File: src/rtl/core/slac_pkg.sv
// Package for the SKINNY-64-64 linear approximation counter.
// Holds defaults, register indexes, command/status types and round functions.
// No dependencies.
package slac_pkg;

  localparam int DefCountBits = 32;
  localparam int DefMaxRounds = 32;

  localparam int CfgIdxW = 2;
  localparam logic [CfgIdxW-1:0] REG_KEY    = 2'd0;
  localparam logic [CfgIdxW-1:0] REG_ROUNDS = 2'd1;
  localparam logic [CfgIdxW-1:0] REG_IMASK  = 2'd2;
  localparam logic [CfgIdxW-1:0] REG_OMASK  = 2'd3;

  localparam logic [5:0] ROUNDS_RESET = 6'd6;
  localparam logic [3:0] RC_ROW2      = 4'h2;

  typedef struct packed {
    logic load;
    logic step;
    logic finish;
  } dp_cmd_t;

  typedef struct packed {
    logic rounds_done;
    logic out_full;
  } dp_sts_t;

  function automatic logic [3:0] sbox4(input logic [3:0] x);
    logic [3:0] y;
    case (x)
      4'h0: y = 4'hc;
      4'h1: y = 4'h6;
      4'h2: y = 4'h9;
      4'h3: y = 4'h0;
      4'h4: y = 4'h1;
      4'h5: y = 4'ha;
      4'h6: y = 4'h2;
      4'h7: y = 4'hb;
      4'h8: y = 4'h3;
      4'h9: y = 4'h8;
      4'ha: y = 4'h5;
      4'hb: y = 4'hd;
      4'hc: y = 4'h4;
      4'hd: y = 4'he;
      4'he: y = 4'h7;
      default: y = 4'hf;
    endcase
    return y;
  endfunction

  function automatic logic [3:0] rc_low(input logic [4:0] r);
    logic [3:0] y;
    case (r)
      5'd0:  y = 4'h1;  5'd1:  y = 4'h3;  5'd2:  y = 4'h7;  5'd3:  y = 4'hf;
      5'd4:  y = 4'hf;  5'd5:  y = 4'he;  5'd6:  y = 4'hd;  5'd7:  y = 4'hb;
      5'd8:  y = 4'h7;  5'd9:  y = 4'hf;  5'd10: y = 4'he;  5'd11: y = 4'hc;
      5'd12: y = 4'h9;  5'd13: y = 4'h3;  5'd14: y = 4'h7;  5'd15: y = 4'he;
      5'd16: y = 4'hd;  5'd17: y = 4'ha;  5'd18: y = 4'h5;  5'd19: y = 4'hb;
      5'd20: y = 4'h6;  5'd21: y = 4'hc;  5'd22: y = 4'h8;  5'd23: y = 4'h0;
      5'd24: y = 4'h1;  5'd25: y = 4'h2;  5'd26: y = 4'h5;  5'd27: y = 4'hb;
      5'd28: y = 4'h7;  5'd29: y = 4'he;  5'd30: y = 4'hc;
      default: y = 4'h8;
    endcase
    return y;
  endfunction

  function automatic logic [3:0] rc_high(input logic [4:0] r);
    logic [3:0] y;
    case (r)
      5'd0:  y = 4'h0;  5'd1:  y = 4'h0;  5'd2:  y = 4'h0;  5'd3:  y = 4'h0;
      5'd4:  y = 4'h1;  5'd5:  y = 4'h3;  5'd6:  y = 4'h3;  5'd7:  y = 4'h3;
      5'd8:  y = 4'h3;  5'd9:  y = 4'h2;  5'd10: y = 4'h1;  5'd11: y = 4'h3;
      5'd12: y = 4'h3;  5'd13: y = 4'h3;  5'd14: y = 4'h2;  5'd15: y = 4'h0;
      5'd16: y = 4'h1;  5'd17: y = 4'h3;  5'd18: y = 4'h3;  5'd19: y = 4'h2;
      5'd20: y = 4'h1;  5'd21: y = 4'h2;  5'd22: y = 4'h1;  5'd23: y = 4'h3;
      5'd24: y = 4'h2;  5'd25: y = 4'h0;  5'd26: y = 4'h0;  5'd27: y = 4'h0;
      5'd28: y = 4'h1;  5'd29: y = 4'h2;  5'd30: y = 4'h1;
      default: y = 4'h3;
    endcase
    return y;
  endfunction

  function automatic logic [3:0] tk_perm(input logic [3:0] j);
    logic [3:0] y;
    case (j)
      4'd0:  y = 4'd9;  4'd1:  y = 4'd15; 4'd2:  y = 4'd8;  4'd3:  y = 4'd13;
      4'd4:  y = 4'd10; 4'd5:  y = 4'd14; 4'd6:  y = 4'd12; 4'd7:  y = 4'd11;
      4'd8:  y = 4'd0;  4'd9:  y = 4'd1;  4'd10: y = 4'd2;  4'd11: y = 4'd3;
      4'd12: y = 4'd4;  4'd13: y = 4'd5;  4'd14: y = 4'd6;
      default: y = 4'd7;
    endcase
    return y;
  endfunction

  function automatic logic [63:0] permute_tk(input logic [63:0] tk);
    logic [3:0] a [16];
    logic [63:0] v;
    for (int j = 0; j < 16; j++) begin
      a[j] = tk[63-4*j -: 4];
    end
    v = '0;
    for (int j = 0; j < 16; j++) begin
      v[63-4*j -: 4] = a[tk_perm(4'(j))];
    end
    return v;
  endfunction

  function automatic logic [63:0] skinny_round(input logic [63:0] st,
                                               input logic [63:0] tk,
                                               input logic [4:0]  r);
    logic [3:0] s [16];
    logic [3:0] t [16];
    logic [63:0] v;
    for (int j = 0; j < 16; j++) begin
      s[j] = sbox4(st[63-4*j -: 4]);
    end
    s[0] = s[0] ^ rc_low(r);
    s[4] = s[4] ^ rc_high(r);
    s[8] = s[8] ^ RC_ROW2;
    for (int j = 0; j < 8; j++) begin
      s[j] = s[j] ^ tk[63-4*j -: 4];
    end
    for (int i = 0; i < 4; i++) begin
      t[i]      = s[i];
      t[i + 4]  = s[((i + 3) % 4) + 4];
      t[i + 8]  = s[((i + 2) % 4) + 8];
      t[i + 12] = s[((i + 1) % 4) + 12];
    end
    for (int i = 0; i < 4; i++) begin
      s[i]      = t[i] ^ t[i + 8] ^ t[i + 12];
      s[i + 4]  = t[i];
      s[i + 8]  = t[i + 4] ^ t[i + 8];
      s[i + 12] = t[i] ^ t[i + 8];
    end
    v = '0;
    for (int j = 0; j < 16; j++) begin
      v[63-4*j -: 4] = s[j];
    end
    return v;
  endfunction

endpackage

File: src/rtl/core/slac_ctrl.sv
// Controller for the linear approximation counter: idle/run sequencing.
// Issues load, step and finish commands to slac_dp. Depends on slac_pkg.
module slac_ctrl (
  input  logic              clk,
  input  logic              rst_n,
  input  logic              in_valid,
  output logic              in_stall,
  input  logic              out_stall,
  input  slac_pkg::dp_sts_t sts,
  output slac_pkg::dp_cmd_t cmd
);

  localparam logic S_IDLE = 1'b0;
  localparam logic S_RUN  = 1'b1;

  logic state_r, state_nxt;
  logic out_free;

  assign out_free = !sts.out_full || !out_stall;
  assign in_stall = (state_r != S_IDLE);

  always_comb begin
    state_nxt  = state_r;
    cmd        = '0;
    case (state_r)
      S_IDLE: begin
        if (in_valid) begin
          cmd.load  = 1'b1;
          state_nxt = S_RUN;
        end
      end
      S_RUN: begin
        if (!sts.rounds_done) begin
          cmd.step = 1'b1;
        end else if (out_free) begin
          cmd.finish = 1'b1;
          state_nxt  = S_IDLE;
        end
      end
      default: state_nxt = S_IDLE;
    endcase
  end

  always_ff @(posedge clk) begin
    if (!rst_n) begin
      state_r <= S_IDLE;
    end else begin
      state_r <= state_nxt;
    end
  end

endmodule

File: src/rtl/core/slac_dp.sv
// Datapath: one SKINNY-64-64 round per cycle, tweakey schedule, parity and
// saturating match counter with the output register. Depends on slac_pkg.
module slac_dp #(
  parameter int COUNT_BITS = slac_pkg::DefCountBits,
  parameter int MAX_ROUNDS = slac_pkg::DefMaxRounds
) (
  input  logic              clk,
  input  logic              rst_n,
  input  slac_pkg::dp_cmd_t cmd,
  output slac_pkg::dp_sts_t sts,
  input  logic [63:0]       in_plaintext,
  input  logic              in_restart,
  input  logic [63:0]       cipher_key,
  input  logic [5:0]        round_count,
  input  logic [63:0]       input_mask,
  input  logic [63:0]       output_mask,
  output logic              out_valid,
  input  logic              out_stall,
  output logic [63:0]       out_ciphertext,
  output logic              out_approx_parity,
  output logic [31:0]       out_match_total
);

  localparam int IdxW = $clog2(MAX_ROUNDS + 1);

  logic [63:0]           state_r, tk_r, pt_r;
  logic [IdxW-1:0]       idx_r, rounds_r;
  logic                  restart_r;
  logic [COUNT_BITS-1:0] count_r, count_nxt, count_base;
  logic                  out_valid_r;
  logic [63:0]           ct_r;
  logic                  par_r;
  logic [31:0]           total_r;
  logic [IdxW-1:0]       rounds_sat;
  logic                  par;

  assign rounds_sat = (round_count > 6'(MAX_ROUNDS)) ? IdxW'(MAX_ROUNDS)
                                                     : IdxW'(round_count);

  assign par = ^((input_mask & pt_r) ^ (output_mask & state_r));

  always_comb begin
    count_base = restart_r ? '0 : count_r;
    count_nxt  = count_base;
    if (!par && (count_base != '1)) begin
      count_nxt = count_base + 1'b1;
    end
  end

  assign sts.rounds_done = (idx_r == rounds_r);
  assign sts.out_full    = out_valid_r;

  always_ff @(posedge clk) begin
    if (cmd.load) begin
      state_r   <= in_plaintext;
      pt_r      <= in_plaintext;
      tk_r      <= cipher_key;
      rounds_r  <= rounds_sat;
      restart_r <= in_restart;
    end else if (cmd.step) begin
      state_r <= slac_pkg::skinny_round(state_r, tk_r, 5'(idx_r));
      tk_r    <= slac_pkg::permute_tk(tk_r);
    end
    if (cmd.finish) begin
      ct_r    <= state_r;
      par_r   <= par;
      total_r <= 32'(count_nxt);
    end
  end

  always_ff @(posedge clk) begin
    if (!rst_n) begin
      idx_r       <= '0;
      count_r     <= '0;
      out_valid_r <= 1'b0;
    end else begin
      if (cmd.load) begin
        idx_r <= '0;
      end else if (cmd.step) begin
        idx_r <= idx_r + 1'b1;
      end
      if (cmd.finish) begin
        count_r     <= count_nxt;
        out_valid_r <= 1'b1;
      end else if (!out_stall) begin
        out_valid_r <= 1'b0;
      end
    end
  end

  assign out_valid         = out_valid_r;
  assign out_ciphertext    = ct_r;
  assign out_approx_parity = par_r;
  assign out_match_total   = total_r;

  a_load_idx: assert property (@(posedge clk) disable iff (!rst_n)
    cmd.load |=> idx_r == '0)
    else $error("round index not cleared on load");

  a_step_range: assert property (@(posedge clk) disable iff (!rst_n)
    cmd.step |-> idx_r < rounds_r)
    else $error("round step past configured rounds");

  a_finish_valid: assert property (@(posedge clk) disable iff (!rst_n)
    cmd.finish |=> out_valid_r)
    else $error("finished transaction not presented");

  a_count_hold: assert property (@(posedge clk) disable iff (!rst_n)
    !cmd.finish |=> $stable(count_r))
    else $error("match counter moved without a finished transaction");

endmodule

File: src/rtl/core/skinny64_linear_approx_counter.sv
// Round-reduced SKINNY-64-64 linear approximation counter, top level.
// out_valid rises after an input transaction once R rounds have run, where R is
// round_count capped at MAX_ROUNDS. A new transaction is taken only once the last
// is finished, as set by the single round unit iterated once per round, and later
// while out_stall holds a finished result. Reset: key 0, rounds 6, masks 0, count 0.
// Instantiates slac_ctrl and slac_dp; depends on slac_pkg.
module skinny64_linear_approx_counter #(
  parameter int COUNT_BITS = slac_pkg::DefCountBits,
  parameter int MAX_ROUNDS = slac_pkg::DefMaxRounds
) (
  input  logic                         clk,
  input  logic                         rst_n,
  input  logic                         in_valid,
  output logic                         in_stall,
  input  logic [63:0]                  in_plaintext,
  input  logic                         in_restart,
  output logic                         out_valid,
  input  logic                         out_stall,
  output logic [63:0]                  out_ciphertext,
  output logic                         out_approx_parity,
  output logic [31:0]                  out_match_total,
  input  logic                         cfg_valid,
  output logic                         cfg_ready,
  input  logic [slac_pkg::CfgIdxW-1:0] cfg_index,
  input  logic [63:0]                  cfg_data
);

  logic [63:0] key_r, imask_r, omask_r;
  logic [5:0]  rounds_r;
  slac_pkg::dp_cmd_t cmd;
  slac_pkg::dp_sts_t sts;

  assign cfg_ready = 1'b1;

  always_ff @(posedge clk) begin
    if (!rst_n) begin
      key_r    <= '0;
      rounds_r <= slac_pkg::ROUNDS_RESET;
      imask_r  <= '0;
      omask_r  <= '0;
    end else if (cfg_valid && cfg_ready) begin
      case (cfg_index)
        slac_pkg::REG_KEY:    key_r    <= cfg_data;
        slac_pkg::REG_ROUNDS: rounds_r <= cfg_data[5:0];
        slac_pkg::REG_IMASK:  imask_r  <= cfg_data;
        slac_pkg::REG_OMASK:  omask_r  <= cfg_data;
        default: ;
      endcase
    end
  end

  slac_ctrl u_ctrl (
    .clk       (clk),
    .rst_n     (rst_n),
    .in_valid  (in_valid),
    .in_stall  (in_stall),
    .out_stall (out_stall),
    .sts       (sts),
    .cmd       (cmd)
  );

  slac_dp #(
    .COUNT_BITS (COUNT_BITS),
    .MAX_ROUNDS (MAX_ROUNDS)
  ) u_dp (
    .clk               (clk),
    .rst_n             (rst_n),
    .cmd               (cmd),
    .sts               (sts),
    .in_plaintext      (in_plaintext),
    .in_restart        (in_restart),
    .cipher_key        (key_r),
    .round_count       (rounds_r),
    .input_mask        (imask_r),
    .output_mask       (omask_r),
    .out_valid         (out_valid),
    .out_stall         (out_stall),
    .out_ciphertext    (out_ciphertext),
    .out_approx_parity (out_approx_parity),
    .out_match_total   (out_match_total)
  );

endmodule
File: config.mk
export PLATFORM = sky130hd
export DESIGN_NAME = skinny64_linear_approx_counter
export DESIGN_NICKNAME = d
export VERILOG_FILES = /design/src/rtl/core/slac_pkg.sv /design/src/rtl/core/slac_ctrl.sv /design/src/rtl/core/slac_dp.sv /design/src/rtl/core/skinny64_linear_approx_counter.sv
export SDC_FILE = /design/constraint.sdc
export NUM_CORES = 1
export LEC_CHECK = 0
export ABC_AREA = 1
export BUFFER_PORTS_ARGS = -buffer_cell sky130_fd_sc_hd__buf_2
export CORE_ASPECT_RATIO = 1.75
export CORE_MARGIN = 10
export CORE_UTILIZATION = 36
export DETAILED_ROUTE_END_ITERATION = 8
export PLACE_DENSITY = 0.61
export SLEW_MARGIN = 20
export SYNTH_ARGS = -nofsm -noshare
export SYNTH_HDL_FRONTEND = slang
export SYNTH_SLANG_ARGS = --single-unit
File: constraint.sdc
create_clock -name clk -period 10.15 [get_ports clk]
set_clock_uncertainty 0.1 [all_clocks]
set_input_delay 0.5075 -clock clk [delete_from_list [all_inputs] [get_ports clk]]
set_output_delay 0.5075 -clock clk [all_outputs]
set_load 0.01 [all_outputs]
==> impl_metrics.py <==
metrics = {
    "final_layout": {
        "fin_util_pct": 41.98,
        "area_delta_synth_final_pct": 15.75,
        "multiInputGateArea_um2": 12830,
        "ff_latch_area_um2": 15050,
        "fin_cells": 5079,
        "fillers": 8283,
        "layout-drive-gt1-share_pct": 12.13,
        "nets": 4177,
    },
    "place": {
        "dpl_worst_slack_ns": 6.457,
        "dp_hpwl_um": 71010,
        "portBuffers": 234,
        "dpl.cell_count": 4905,
        "gp_routability_congestion": 0.9717,
    },
    "yosys": {
        "syn_inst": 3718,
        "ys.flop_type": "dfxtp_1",
        "synth_area_um2": 29770,
        "synth_edf_count": 296,
        "syn_area_per_cell_um2": 8.008,
        "syn_nets": 3926,
        "ys_async_sr_fraction_pct": 0,
        "ys_types": 52,
        "seq_area_frac_synth_pct": 50.56,
        "synth_seq_cells": 604,
        "yosysWarnings": 0,
    },
    "timing": {
        "fin_crit_ns": 3.647,
        "setup_violations": 0,
        "max_freq_mhz": 274.2,
        "slew_violations": 0,
        "tightestPinTransition_ns": 0.9945,
        "slew_headroom_pct": 33.55,
        "hold_viol": 0,
        "post-route-period-util_pct": 35.93,
        "tns_ns": 0,
        "rsz0062_at_grt": "false",
        "fin_ws_ns": 6.503,
    },
    "worst_setup_path": {
        "cp_max_fo": 137,
        "cp.required_ns": 10.59,
        "end_kind": "register",
        "worstPathArrival_ns": 4.09,
        "crit_type": "reg -> reg",
        "cp-start-kind": "register",
    },
    "global_route": {
        "grt_pass1_vias": 23980,
        "grt_max_degree": 138,
        "grt_usage_pct": 19.52,
        "antenna_found_initial": 12,
        "grt.overflow.total": 0,
        "grt_pass1_wl_um": 142400,
    },
    "power": {
        "p_leak_nw": 15.67,
        "p_total_mw": 8.081,
        "peakVddDrop_mv": 0.1266,
        "powerDensity_nw_per_um2": 234.5,
    },
    "clocking": {
        "cts_sinks": 604,
        "cts_made_buffers": 57,
        "cts_root_buf": "clkbuf_16",
        "cts.clk_slew.worst_paths_ns": 0.07,
        "post_cts_resized": 0,
        "clock_latency_ns": 0.65,
        "max-clock-path-buffers": 3,
        "cts_tree": "built",
        "cts_max_level": 2,
    },
    "drt": {
        "drc_errors": 0,
        "viasPerCell": 4.888,
        "dr.pass1.iters": 5,
        "ant_nets": 0,
        "num_vias": 24830,
        "wl_per_cell_um": 18.70,
        "drt_iter0_markers": 1570,
        "wirelength_um": 94980,
    },
    "floorplanning": {
        "fp.dieW_um": 237.4,
        "rows": 139,
        "die_h_um": 400.4,
        "start_util_pct": 36.27,
        "die_area_um2": 95060,
        "ios": 236,
        "core_area_um2": 82090,
    },
    "hold_path": {
        "hp-class": "in -> reg",
    },
    "status": {
        "status": "finished, final reports clean",
    },
    "flow_run": {
        "maxCapViolCount": 0,
    },
}
cells in the mapped netlist, types with 6 or more instances:
library cell  instances  area, µm²
edfxtp_1            296       8889
and2_1                7      43.79
o21ai_1              32      160.2
inv_1               338       1269
buf_6                 9      101.4
nor3_1               21      105.1
nand3_1              88      440.4
xnor2_1              67      586.8
buf_4                 6      45.04
nand2_1            1347       5056
buf_2                18      90.09
o211ai_1              8      60.06
inv_2                18      67.56
mux2i_4              11      247.7
a31oi_1              21      131.4
nand2_2               7      43.79
nor2_1              362       1359
o31ai_1              13      97.59
a21oi_1              76      380.4
dfxtp_1             308       6166
o21ai_0             285       1426
xor2_1               75      656.9
a211oi_1             12      90.09
nor2_2                7      43.79
nand4_1               8      50.05
o21ai_2              28      245.2
clkbuf_1             84      315.3
ha_1                 72      900.9
or2_2                46      287.8
path summary, 6_finish.rpt:
| kind | start | to | slack, ns | depth (start not counted) |
|---|---|---|---|---|
| max | u_dp.idx_r[3] | register | 6.50 | 14 |
| min reg2reg | omask_r[39] | omask_r[39] | 0.34 | 2 |
| min | cfg_data[37] | imask_r[37] | 0.03 | 3 |
| max reg2reg | u_dp.idx_r[3] | register | 6.50 | 14 |
layout by cell type (no fill, tap or decap), drive strengths merged, types with 2 or more instances in the layout:
cell type    synthesis  final
o21ai              345    345
and3                 2      2
nand3               90     90
diode                0      6
mux2i               13     13
ha                  72     72
edfxtp             296    296
a22oi                5      5
bufinv               0      2
a21oi               76     76
a31oi               21     21
nor2               370    370
o21a                 3      3
inv                356    356
o31ai               13     13
dfxtp              308    308
nor4                 6      6
mux2                 5      5
xor2                75     75
xnor2               67     67
clkinvlp             0      5
o22ai                3      3
or2                 51     51
buf                 38    252
clkbuf              84     79
o211ai               8      8
nand4                8      8
a211oi              12     12
nor3                24     24
nand2             1356   1356
dlygate4sd3          0     62
and2                 7      7
clkinv               1     21
per-stage QoR:
step           hold WS (ns)  instance area, µm²
3_5_place_dp         0.3348               31890
2_1_floorplan        0.3237               29770
3_3_place_gp         0.3309               31890
4_1_cts           0.0001574               34450
5_1_grt           0.0001795               34450
6_report            0.02938               34460
power by group:
group          switching (mW)  internal, mW  leakage [nW]  total (mW)
Clock                    1.01          1.24         0.952        2.25
Sequential              0.343          3.03          5.32        3.37
Combinational            1.64         0.819          9.40        2.46
Total                    2.99          5.09          15.7        8.08
metal layers:
metal,up-vias,track usage [%],wire [µm]
met2,650,35.40,48600
li1,12360,-,-
met5,-,0,81
met4,12,12.95,6805
met1,11570,20.24,34980
met3,231,3.369,4522
cell type report:
class / count / share of cell area, %
Sequential cell: 604 / 43.68
Clock inverter: 27 / 0.6172
Clock buffer: 79 / 5.014
Multi-Input combinational cell: 2635 / 37.24
Antenna cell: 6 / 0.04357
Timing Repair Buffer: 314 / 5.671
Tap cell: 1057 / 3.837
Inverter: 357 / 3.896
kinds of logic after synthesis:
family / Yosys count / synth area share, %
compound gates: 488 / 9.031
xor+xnor: 142 / 4.177
fa+ha+maj: 72 / 3.026
buf+inv: 479 / 6.530
flops: 604 / 50.56
mux: 18 / 1.114
other cells: 1 / 0.01259
simple gates: 1914 / 25.55
worst max-delay path, stage by stage (launching register included):
cell     delay, ns
dfxtp_1       0.39
inv_2         0.06
or2_1         0.20
nand3_1       0.09
nor2_2        0.05
nand2_2       0.07
nand2_4       0.09
nand2_8       0.38
buf_12        0.57
or2_2         0.22
o21ai_0       0.24
ha_1          0.34
or2_2         0.29
o21ai_0       0.15
inv_1         0.05
what timing repair did:
action                                 in CTS  in global routing
setup buffers                               0                  0
endpoints found under the hold margin      62                  0
hold buffers                               62                  0
(Power assumes the default switching activity.)
